File: src/csjb_pkg.sv
// Package: shared constants, register indexes, controller types and command/status structs.
package csjb_pkg;

  localparam int unsigned POS_BITS_DEF = 40;
  localparam int unsigned CFG_IDX_W = 3;
  localparam int unsigned CFG_DATA_W = 32;
  localparam int unsigned BIN_W = 32;
  localparam int unsigned OUT_POS_W = 40;
  localparam int unsigned BSIZE_W = 21;

  localparam logic [CFG_IDX_W-1:0] REG_REGION_START = 3'd0;
  localparam logic [CFG_IDX_W-1:0] REG_REGION_END   = 3'd1;
  localparam logic [CFG_IDX_W-1:0] REG_BIN_SIZE     = 3'd2;
  localparam logic [CFG_IDX_W-1:0] REG_MIN_MAPQ     = 3'd3;
  localparam logic [CFG_IDX_W-1:0] REG_MIN_ANCHOR   = 3'd4;

  localparam logic [7:0] CH_M  = 8'h4D;
  localparam logic [7:0] CH_EQ = 8'h3D;
  localparam logic [7:0] CH_X  = 8'h58;
  localparam logic [7:0] CH_D  = 8'h44;
  localparam logic [7:0] CH_N  = 8'h4E;
  localparam logic [7:0] CH_0  = 8'h30;
  localparam logic [7:0] CH_9  = 8'h39;

  typedef enum logic [2:0] {
    ST_IDLE,
    ST_DIVA_GO,
    ST_DIVA_RUN,
    ST_DIVB_GO,
    ST_DIVB_RUN,
    ST_CHECK,
    ST_EMIT
  } ctrl_state_e;

  typedef struct packed {
    logic step;
    logic div_start;
    logic div_sel;
    logic div_store;
    logic check;
    logic emit;
  } ctrl_cmd_t;

  typedef struct packed {
    logic check_go;
    logic div_done;
    logic out_free;
  } ctrl_sts_t;

endpackage

File: src/csjb_div.sv
// Restoring divider: one quotient bit per cycle, position dividend by bin width.
module csjb_div import csjb_pkg::*; #(
  parameter int unsigned POS_BITS = POS_BITS_DEF
) (
  input  logic                clk_i,
  input  logic                rst_ni,
  input  logic                start_i,
  input  logic [POS_BITS-1:0] dividend_i,
  input  logic [BSIZE_W-1:0]  divisor_i,
  output logic                busy_o,
  output logic                done_o,
  output logic [POS_BITS-1:0] quot_o,
  output logic [BSIZE_W-1:0]  rem_o
);

  localparam int unsigned CNT_W = $clog2(POS_BITS);

  logic [POS_BITS-1:0] sh_q, sh_d;
  logic [BSIZE_W-1:0]  rem_q, rem_d;
  logic [CNT_W-1:0]    cnt_q, cnt_d;
  logic                busy_q, busy_d, done_q, done_d;
  logic [BSIZE_W:0]    trial;
  logic                qbit;

  always_comb begin
    trial = {rem_q, sh_q[POS_BITS-1]};
    qbit  = (trial >= {1'b0, divisor_i});
    sh_d = sh_q;
    rem_d = rem_q;
    cnt_d = cnt_q;
    busy_d = busy_q;
    done_d = done_q;
    if (start_i) begin
      sh_d = dividend_i;
      rem_d = '0;
      cnt_d = '0;
      busy_d = 1'b1;
      done_d = 1'b0;
    end else if (busy_q) begin
      sh_d = {sh_q[POS_BITS-2:0], qbit};
      rem_d = qbit ? BSIZE_W'(trial - {1'b0, divisor_i}) : trial[BSIZE_W-1:0];
      cnt_d = cnt_q + CNT_W'(1);
      if (cnt_q == CNT_W'(POS_BITS - 1)) begin
        busy_d = 1'b0;
        done_d = 1'b1;
      end
    end
  end

  always_ff @(posedge clk_i or negedge rst_ni) begin
    if (!rst_ni) begin
      cnt_q <= '0;
      busy_q <= 1'b0;
      done_q <= 1'b0;
    end else begin
      cnt_q <= cnt_d;
      busy_q <= busy_d;
      done_q <= done_d;
    end
  end

  always_ff @(posedge clk_i) begin
    sh_q <= sh_d;
    rem_q <= rem_d;
  end

  assign busy_o = busy_q;
  assign done_o = done_q;
  assign quot_o = sh_q;
  assign rem_o = rem_q;

endmodule

File: src/csjb_ctrl.sv
// Controller: sequences character steps, the two bin divisions, the pair check and the emit.
module csjb_ctrl import csjb_pkg::*; (
  input  logic      clk_i,
  input  logic      rst_ni,
  input  logic      s_axis_tvalid,
  output logic      s_axis_tready,
  input  ctrl_sts_t sts_i,
  output ctrl_cmd_t cmd_o
);

  ctrl_state_e state_q, state_d;

  always_comb begin
    state_d = state_q;
    case (state_q)
      ST_IDLE: begin
        if (s_axis_tvalid && sts_i.check_go) state_d = ST_DIVA_GO;
      end
      ST_DIVA_GO: state_d = ST_DIVA_RUN;
      ST_DIVA_RUN: begin
        if (sts_i.div_done) state_d = ST_DIVB_GO;
      end
      ST_DIVB_GO: state_d = ST_DIVB_RUN;
      ST_DIVB_RUN: begin
        if (sts_i.div_done) state_d = ST_CHECK;
      end
      ST_CHECK: state_d = ST_EMIT;
      ST_EMIT: begin
        if (sts_i.out_free) state_d = ST_IDLE;
      end
      default: state_d = ST_IDLE;
    endcase
  end

  always_comb begin
    cmd_o = '0;
    s_axis_tready = 1'b0;
    case (state_q)
      ST_IDLE: begin
        s_axis_tready = 1'b1;
        cmd_o.step = s_axis_tvalid;
      end
      ST_DIVA_GO: cmd_o.div_start = 1'b1;
      ST_DIVA_RUN: cmd_o.div_store = sts_i.div_done;
      ST_DIVB_GO: begin
        cmd_o.div_start = 1'b1;
        cmd_o.div_sel = 1'b1;
      end
      ST_DIVB_RUN: begin
        cmd_o.div_sel = 1'b1;
        cmd_o.div_store = sts_i.div_done;
      end
      ST_CHECK: cmd_o.check = 1'b1;
      ST_EMIT: cmd_o.emit = sts_i.out_free;
      default: cmd_o = '0;
    endcase
  end

  always_ff @(posedge clk_i or negedge rst_ni) begin
    if (!rst_ni) begin
      state_q <= ST_IDLE;
    end else begin
      state_q <= state_d;
    end
  end

endmodule

File: src/csjb_dp.sv
// Datapath: configuration, CIGAR parse state, pair snapshot, bin math and output register.
module csjb_dp import csjb_pkg::*; #(
  parameter int unsigned POS_BITS = POS_BITS_DEF
) (
  input  logic                  clk_i,
  input  logic                  rst_ni,
  input  logic                  cfg_we_i,
  input  logic [CFG_IDX_W-1:0]  cfg_idx_i,
  input  logic [CFG_DATA_W-1:0] cfg_data_i,
  input  logic [47:0]           s_axis_tdata,
  input  logic                  s_axis_tuser,
  input  logic                  s_axis_tlast,
  output logic                  m_axis_tvalid,
  input  logic                  m_axis_tready,
  output logic [143:0]          m_axis_tdata,
  input  ctrl_cmd_t             cmd_i,
  output ctrl_sts_t             sts_o
);

  localparam int unsigned PB = POS_BITS;

  logic [31:0]        region_start_q, region_end_q;
  logic [BSIZE_W-1:0] bin_size_q, min_anchor_q;
  logic [7:0]         min_mapq_q;

  logic [31:0]   run_q, run_d;
  logic [PB-1:0] pos_q, pos_d, of_q, of_d, ol_q, ol_d, pf_q, pf_d, pl_q, pl_d;
  logic          ov_q, ov_d, pv_q, pv_d, pass_q, pass_d;

  logic [PB-1:0] sa_first_q, sa_last_q, sb_first_q, sb_last_q;
  logic [BIN_W-1:0] qa_q, qb_q;
  logic [PB-1:0] bsa_q, bsb_q;
  logic          ok_q;

  logic          out_valid_q;
  logic [143:0]  out_data_q;

  logic [7:0]  ch;
  logic [31:0] run0, len32;
  logic [PB-1:0] pos0, len, of1, ol1;
  logic ov0, ov1, pv0, pass0, is_digit, is_blk, is_n, closing;

  logic [PB-1:0] org, p_sel, p_clamp, dvd;
  logic [BSIZE_W-1:0] wdt;
  logic div_busy, div_done;
  logic [PB-1:0] div_q;
  logic [BSIZE_W-1:0] div_r;

  logic win_ok, anc_ok, ok_d;
  logic [BIN_W-1:0] bin_lo, bin_hi;
  logic [63:0] de_ext, as_ext;

  function automatic logic in_win(input logic [PB-1:0] p, input logic [PB-1:0] o,
                                  input logic [31:0] re);
    in_win = (p >= o) && (p <= PB'(re));
  endfunction

  function automatic logic [PB+1:0] ovl(input logic [PB-1:0] s, input logic [PB-1:0] e,
                                        input logic [PB-1:0] bs, input logic [BSIZE_W-1:0] w);
    logic [PB:0] be, hi, lo;
    be = {1'b0, bs} + (PB+1)'(w - BSIZE_W'(1));
    if (PB == 64 && be[PB]) be = {1'b0, {PB{1'b1}}};
    hi = ({1'b0, e} < be) ? {1'b0, e} : be;
    lo = (s > bs) ? {1'b0, s} : {1'b0, bs};
    ovl = (hi >= lo) ? ((PB+2)'(hi) - (PB+2)'(lo) + (PB+2)'(1)) : '0;
  endfunction

  assign org = (region_start_q == 32'd0) ? PB'(1) : PB'(region_start_q);
  assign wdt = (bin_size_q == '0) ? BSIZE_W'(1) : bin_size_q;

  always_comb begin
    ch = s_axis_tdata[7:0];
    pos0 = s_axis_tuser ? (PB'(s_axis_tdata[39:8]) + PB'(1)) : pos_q;
    run0 = s_axis_tuser ? 32'd0 : run_q;
    ov0 = s_axis_tuser ? 1'b0 : ov_q;
    pv0 = s_axis_tuser ? 1'b0 : pv_q;
    pass0 = s_axis_tuser ? ((min_mapq_q == 8'd0) || (s_axis_tdata[47:40] >= min_mapq_q))
                         : pass_q;
    is_digit = (ch >= CH_0) && (ch <= CH_9);
    is_blk = !is_digit && (run0 != 32'd0) && ((ch == CH_M) || (ch == CH_EQ) || (ch == CH_X));
    is_n = !is_digit && (run0 != 32'd0) && (ch == CH_N);
    len32 = run0;
    len = PB'(len32);
    run_d = 32'd0;
    if (is_digit) run_d = (run0 << 3) + (run0 << 1) + 32'(ch - CH_0);
    pos_d = pos0;
    of1 = of_q;
    ol1 = ol_q;
    ov1 = ov0;
    if (is_blk) begin
      if (!ov0) of1 = pos0;
      ov1 = 1'b1;
      ol1 = pos0 + len - PB'(1);
    end
    if (!is_digit && (run0 != 32'd0) && (is_blk || is_n || (ch == CH_D))) pos_d = pos0 + len;
    closing = (is_n && ov0) || (!is_n && s_axis_tlast && ov1);
    of_d = of1;
    ol_d = ol1;
    ov_d = closing ? 1'b0 : ov1;
    pv_d = closing ? 1'b1 : pv0;
    pf_d = closing ? of1 : pf_q;
    pl_d = closing ? ol1 : pl_q;
    pass_d = pass0;
  end

  assign sts_o.check_go = closing && pv0 && pass0;
  assign sts_o.div_done = div_done;
  assign sts_o.out_free = !out_valid_q || m_axis_tready;

  assign p_sel = cmd_i.div_sel ? sb_first_q : sa_last_q;
  assign p_clamp = (p_sel < org) ? org : p_sel;
  assign dvd = p_clamp - org;

  csjb_div #(.POS_BITS(PB)) u_div (
    .clk_i      (clk_i),
    .rst_ni     (rst_ni),
    .start_i    (cmd_i.div_start),
    .dividend_i (dvd),
    .divisor_i  (wdt),
    .busy_o     (div_busy),
    .done_o     (div_done),
    .quot_o     (div_q),
    .rem_o      (div_r)
  );

  always_comb begin
    win_ok = (region_end_q == 32'd0) ||
             (in_win(sa_last_q, org, region_end_q) && in_win(sb_first_q, org, region_end_q));
    anc_ok = (min_anchor_q <= BSIZE_W'(1)) ||
             ((ovl(sa_first_q, sa_last_q, bsa_q, wdt) >= (PB+2)'(min_anchor_q)) &&
              (ovl(sb_first_q, sb_last_q, bsb_q, wdt) >= (PB+2)'(min_anchor_q)));
    ok_d = win_ok && anc_ok;
    bin_lo = (qa_q < qb_q) ? qa_q : qb_q;
    bin_hi = (qa_q < qb_q) ? qb_q : qa_q;
    de_ext = 64'(sa_last_q);
    as_ext = 64'(sb_first_q);
  end

  always_ff @(posedge clk_i or negedge rst_ni) begin
    if (!rst_ni) begin
      region_start_q <= 32'd1;
      region_end_q <= 32'd0;
      bin_size_q <= BSIZE_W'(250);
      min_mapq_q <= 8'd0;
      min_anchor_q <= BSIZE_W'(1);
    end else if (cfg_we_i) begin
      case (cfg_idx_i)
        REG_REGION_START: region_start_q <= cfg_data_i;
        REG_REGION_END:   region_end_q <= cfg_data_i;
        REG_BIN_SIZE:     bin_size_q <= cfg_data_i[BSIZE_W-1:0];
        REG_MIN_MAPQ:     min_mapq_q <= cfg_data_i[7:0];
        REG_MIN_ANCHOR:   min_anchor_q <= cfg_data_i[BSIZE_W-1:0];
        default: ;
      endcase
    end
  end

  always_ff @(posedge clk_i or negedge rst_ni) begin
    if (!rst_ni) begin
      run_q <= '0;
      pos_q <= '0;
      of_q <= '0;
      ol_q <= '0;
      pf_q <= '0;
      pl_q <= '0;
      ov_q <= 1'b0;
      pv_q <= 1'b0;
      pass_q <= 1'b0;
    end else if (cmd_i.step) begin
      run_q <= run_d;
      pos_q <= pos_d;
      of_q <= of_d;
      ol_q <= ol_d;
      pf_q <= pf_d;
      pl_q <= pl_d;
      ov_q <= ov_d;
      pv_q <= pv_d;
      pass_q <= pass_d;
    end
  end

  always_ff @(posedge clk_i) begin
    if (cmd_i.step) begin
      sa_first_q <= pf_q;
      sa_last_q <= pl_q;
      sb_first_q <= of1;
      sb_last_q <= ol1;
    end
    if (cmd_i.div_store) begin
      if (cmd_i.div_sel) begin
        qb_q <= div_q[BIN_W-1:0];
        bsb_q <= p_clamp - PB'(div_r);
      end else begin
        qa_q <= div_q[BIN_W-1:0];
        bsa_q <= p_clamp - PB'(div_r);
      end
    end
    if (cmd_i.check) ok_q <= ok_d;
    if (cmd_i.emit && ok_q) begin
      out_data_q <= {as_ext[OUT_POS_W-1:0], de_ext[OUT_POS_W-1:0], bin_hi, bin_lo};
    end
  end

  always_ff @(posedge clk_i or negedge rst_ni) begin
    if (!rst_ni) begin
      out_valid_q <= 1'b0;
    end else if (cmd_i.emit && ok_q) begin
      out_valid_q <= 1'b1;
    end else if (m_axis_tready) begin
      out_valid_q <= 1'b0;
    end
  end

  assign m_axis_tvalid = out_valid_q;
  assign m_axis_tdata = out_data_q;

  a_start_idle: assert property (@(posedge clk_i) disable iff (!rst_ni)
    cmd_i.div_start |-> !div_busy) else $error("divider restarted while busy");
  a_emit_valid: assert property (@(posedge clk_i) disable iff (!rst_ni)
    (cmd_i.emit && ok_q) |=> m_axis_tvalid) else $error("passing pair not presented");
  a_no_step_busy: assert property (@(posedge clk_i) disable iff (!rst_ni)
    div_busy |-> !cmd_i.step) else $error("character taken during division");

endmodule

File: src/cigar_splice_junction_binner_top.sv
// Top level: CIGAR splice junction binner, controller plus datapath.
// A character word is taken when the block is idle. A word that closes a
// block with an earlier block and a passing mapq holds the input while the
// one-bit-per-cycle bin divider runs once for the donor end and once for the
// acceptor start, then through a check and an emit state;
// the emit waits while the previous junction word is still unread.
module cigar_splice_junction_binner_top import csjb_pkg::*; #(
  parameter int unsigned POS_BITS = POS_BITS_DEF
) (
  input  logic                  clk_i,
  input  logic                  rst_ni,
  input  logic                  cfg_we_i,
  input  logic [CFG_IDX_W-1:0]  cfg_idx_i,
  input  logic [CFG_DATA_W-1:0] cfg_data_i,
  input  logic                  s_axis_tvalid,
  output logic                  s_axis_tready,
  input  logic [47:0]           s_axis_tdata,  // cigar_char, align_start, map_quality
  input  logic                  s_axis_tuser,  // record_start
  input  logic                  s_axis_tlast,  // record_end
  output logic                  m_axis_tvalid,
  input  logic                  m_axis_tready,
  output logic [143:0]          m_axis_tdata   // bin_low, bin_high, donor_end, acceptor_start
);

  ctrl_cmd_t cmd;
  ctrl_sts_t sts;

  csjb_ctrl u_ctrl (
    .clk_i         (clk_i),
    .rst_ni        (rst_ni),
    .s_axis_tvalid (s_axis_tvalid),
    .s_axis_tready (s_axis_tready),
    .sts_i         (sts),
    .cmd_o         (cmd)
  );

  csjb_dp #(.POS_BITS(POS_BITS)) u_dp (
    .clk_i         (clk_i),
    .rst_ni        (rst_ni),
    .cfg_we_i      (cfg_we_i),
    .cfg_idx_i     (cfg_idx_i),
    .cfg_data_i    (cfg_data_i),
    .s_axis_tdata  (s_axis_tdata),
    .s_axis_tuser  (s_axis_tuser),
    .s_axis_tlast  (s_axis_tlast),
    .m_axis_tvalid (m_axis_tvalid),
    .m_axis_tready (m_axis_tready),
    .m_axis_tdata  (m_axis_tdata),
    .cmd_i         (cmd),
    .sts_o         (sts)
  );

endmodule

File: config.mk
export PLATFORM = sky130hd
export DESIGN_NAME = cigar_splice_junction_binner_top
export DESIGN_NICKNAME = d
export VERILOG_FILES = /design/src/csjb_pkg.sv /design/src/csjb_div.sv /design/src/csjb_ctrl.sv /design/src/csjb_dp.sv /design/src/cigar_splice_junction_binner_top.sv
export SDC_FILE = /design/constraint.sdc
export NUM_CORES = 2
export LEC_CHECK = 0
export BUFFER_PORTS_ARGS = -buffer_cell sky130_fd_sc_hd__buf_2
export CAP_MARGIN = 10
export CORE_MARGIN = 1.5
export CORE_UTILIZATION = 35
export DETAILED_ROUTE_END_ITERATION = 7
export PLACE_DENSITY_LB_ADDON = 0.05
export SLEW_MARGIN = 20
export SYNTH_ARGS = -nofsm -noshare
export SYNTH_HDL_FRONTEND = slang
export SYNTH_HIERARCHICAL = 1
export SYNTH_SLANG_ARGS = --single-unit
export TNS_END_PERCENT = 1
File: constraint.sdc
create_clock -name clk_i -period 11.4 [get_ports clk_i]
set_input_delay 1.71 -clock clk_i [delete_from_list [all_inputs] [get_ports clk_i]]
set_output_delay 1.71 -clock clk_i [all_outputs]
set_load 0.01 [all_outputs]
==> flow_summary.toml <==
[grt]
grt_usage = 0.2653
grt_max_degree = 128
grt_pass1_wl_mm = 373.7
grt-ovfl-total = 0
grt_antenna_before_repair = 22
grt_pass1_vias = 55410

[synth]
synth.most_common_cell = "ha_1"
netlist_area_mm2 = 0.06614
synth_common_cells = "788 x ha_1, 535 x nand2_1, 518 x a21oi_1"
ys_ff_latch = 871
ys.flop_type = "edfxtp_1"
synth_fa_ha_area_frac = 0.1712
ys_warn_count = 6
synth-edff-count = 489
syn_avg_cell_area_um2 = 9.638
ys_seq_area_frac = 0.3651
syn_inst = 6863
synth_top_family_by_area = "compound AO/OA/AOI/OAI gates"
synth.distinct_cells = 116
ys_top_cells_by_area = "edfxtp_1 22%, ha_1 15%, dfrtp_1 13%"
post_synth_xor_area_fraction = 0.04474
synth_top_area_frac = 0.2220
synth_simple_gate_area_frac = 0.1361
ys_async_sr_fraction = 0.4145
synth_top_area_cell = "edfxtp_1"
synth-compound-area-share = 0.1716
synthMuxAreaShare = 0.07062

[timing]
max_slew_margin = 0.2405
hold_ws_ps = 439.3
finalCriticalPeriod_ps = 11770
hold_viol = 0
rsz0062_at_grt = "true"
finClkSkew_ps = 49.04
worst_pin_slew_ps = 1136
finalSetupViolCount = 1
max_freq_mhz = 84.96
setup_ws_ps = -370.1
fin_crit_sh = 1.032
maxSlewViolCount = 0

[detailed_routing]
post_drt_via_cell_ratio = 5.428
wl_mm = 259.3
drc = 38
vias = 56030
first_pass_iters = 8
postRouteAntennaNets = 0
drt-wirelength-per-cell_um = 25.12
first_iter_violations = 3501

[floorplanning]
fp.dieH_um = 437.7
dieArea_mm2 = 0.1916
rows = 159
start_util = 0.3522
die_w_um = 437.7
core_mm2 = 0.1878
top_level_ports = 236

[clock_tree]
cts.sinks = 871
insertion_delay_ps = 780
cts_max_level = 3
root_buffer = "clkbuf_16"
clkTransAtPathRegs_ps = 70
cts_tree = "built"
cts_hold_buffers = 0
clk_path_buf_depth = 3
cts_buffers = 107

[layout]
fill_cells = 18670
finish.utilization = 0.4214
final_nets = 8668
layout-drive-gt1-share = 0.1962
area_delta_synth_final_pct = 19.66
finalInstanceArea_mm2 = 0.07914

[power_and_ir_drop]
power_density_mw_per_mm2 = 157.7
peakVddDrop_mv = 0.1289
p_leak_nw = 35.59
power_mw = 12.48

[placement]
placed_cell_area_mm2 = 0.07510
dp_hpwl_mm = 211.1
post-place-ws_ps = -1445
port_buffers = 235
place_congestion = 0.9406

[critical_path]
cpMaxStageDelayCell = "or4_4"
endpoint_kind = "register"
critPathMaxStageDelay_ps = 560
worstPathRequired_ps = 11920
critical_path_class = "reg -> reg"
crit_arrival_ps = 12290
crit_top_cell = "buf_4"
cp_max_fo = 13
crit_family = "compound AO/OA/AOI/OAI gates"
cp_num_buf_inv = 11
cp-start-kind = "register"

[worst_hold_path]
min_path_type = "reg -> reg"

[outcome]
status = "complete, but fails checks"
violations = "DRC, setup timing"

[run]
cap_violations = 0
power breakdown:
group	leakage (nW)	switching, mW	total, mW	internal, mW
combinational	24.6	3.13	5.29	2.16
sequential	9.34	0.190	3.77	3.58
clock	1.67	1.48	3.42	1.93
cells by family (layout without fill, tap and decap cells):
kind of cell / after synthesis / in the layout
buffers and inverters: 698 / 1607
other: 2 / 58
AOI/OAI and AO/OA: 1813 / 1813
DFF: 871 / 871
adders and majority gates: 861 / 861
muxes: 433 / 433
and+or+nand+nor: 1848 / 1848
xor gates and xnor gates: 337 / 337
metal layers:
layer / global-route usage / vias to the layer above / share of wire / wire [um]
li1: - / 26820 / - / -
met1: 0.3600 / 27570 / 0.46 / 118500
met2: 0.4348 / 1325 / 0.46 / 119100
met3: 0.02493 / 320 / 0.042 / 10930
met4: 0.1041 / 0 / 0.042 / 10800
met5: 0 / - / 0 / 0
cells in the final DEF, fill, tap and decap left out, drive strengths merged, types with 31 or more instances in the layout:
cell type and n:
clkinv 37, ha 788, a211oi 48, o21bai 49
mux2i 164, nand2 538, dfrtp 353, xnor2 194
a21oi 521, nor2b 109, nor2 482, o31ai 47
nand4 120, and3 35, edfxtp 489, xor2 143
o21ai 521, a21o 199, o21a 80, a31oi 64
or3 31, conb 42, nor4 65, mux2 269
nor3 108, nand3 127, inv 475, fa 73
nand2b 103, buf 935, clkbuf 145
through the flow:
| stage | std cells | TNS (ps) |
|---|---|---|
| 2_1_floorplan | 6903 | 0 |
| 3_3_place_gp | 10090 | -1550 |
| 3_5_place_dp | 10090 | -1445 |
| 4_1_cts | 10300 | -688.5 |
| 5_1_grt | 10310 | -949.4 |
| 6_report | 10320 | -370.1 |
area by class of cell:
cell class | count | area [um^2] | share of cell area
clock inverter | 60 | 501.7 | 0.006339
tap | 2495 | 3122 | 0.03944
sequential | 871 | 24150 | 0.3051
inverter | 467 | 1753 | 0.02215
timing repair buffer | 936 | 6620 | 0.08365
clock buffer | 144 | 2949 | 0.03726
multi-input combinational | 5334 | 40010 | 0.5055
antenna | 16 | 40.04 | 0.0005059
sequential cells by signal, indices dropped and copies added (netlist names), 40 cells and up:
register           count
u_dp/sa_first_q       40
u_dp/u_div/quot_o     40
u_dp/of_q             40
u_dp/bsb_q            40
u_dp/pos_q            40
u_dp/sb_first_q       40
u_dp/sb_last_q        40
u_dp/bsa_q            40
u_dp/pf_q             40
u_dp/sa_last_q        40
u_dp/ol_q             40
u_dp/pl_q             40
u_dp/m_axis_tdata    144
timing repair:
item / in CTS / in global routing
setup buffers: 7 / 9
resized for setup: 52 / 44
cloned: 0 / 0
setup endpoints to repair: 1 / 1
pin swaps: 33 / 51
final timing paths:
path	cells past startpoint	slack [ps]	startpoint	end
max reg2reg	61	-370	u_dp/bin_size_q[4]	u_dp/ok_q
min in group asynchronous	1	980	rst_ni	u_dp/pos_q[34]
min reg2reg	0	440	u_dp/pl_q[7]	u_dp/sa_last_q[7]
max in group asynchronous	3	8320	rst_ni	u_dp/region_end_q[1]
min	0	440	u_dp/pl_q[7]	u_dp/sa_last_q[7]
max	61	-370	u_dp/bin_size_q[4]	u_dp/ok_q
Power figures use the tool's default switching activity.
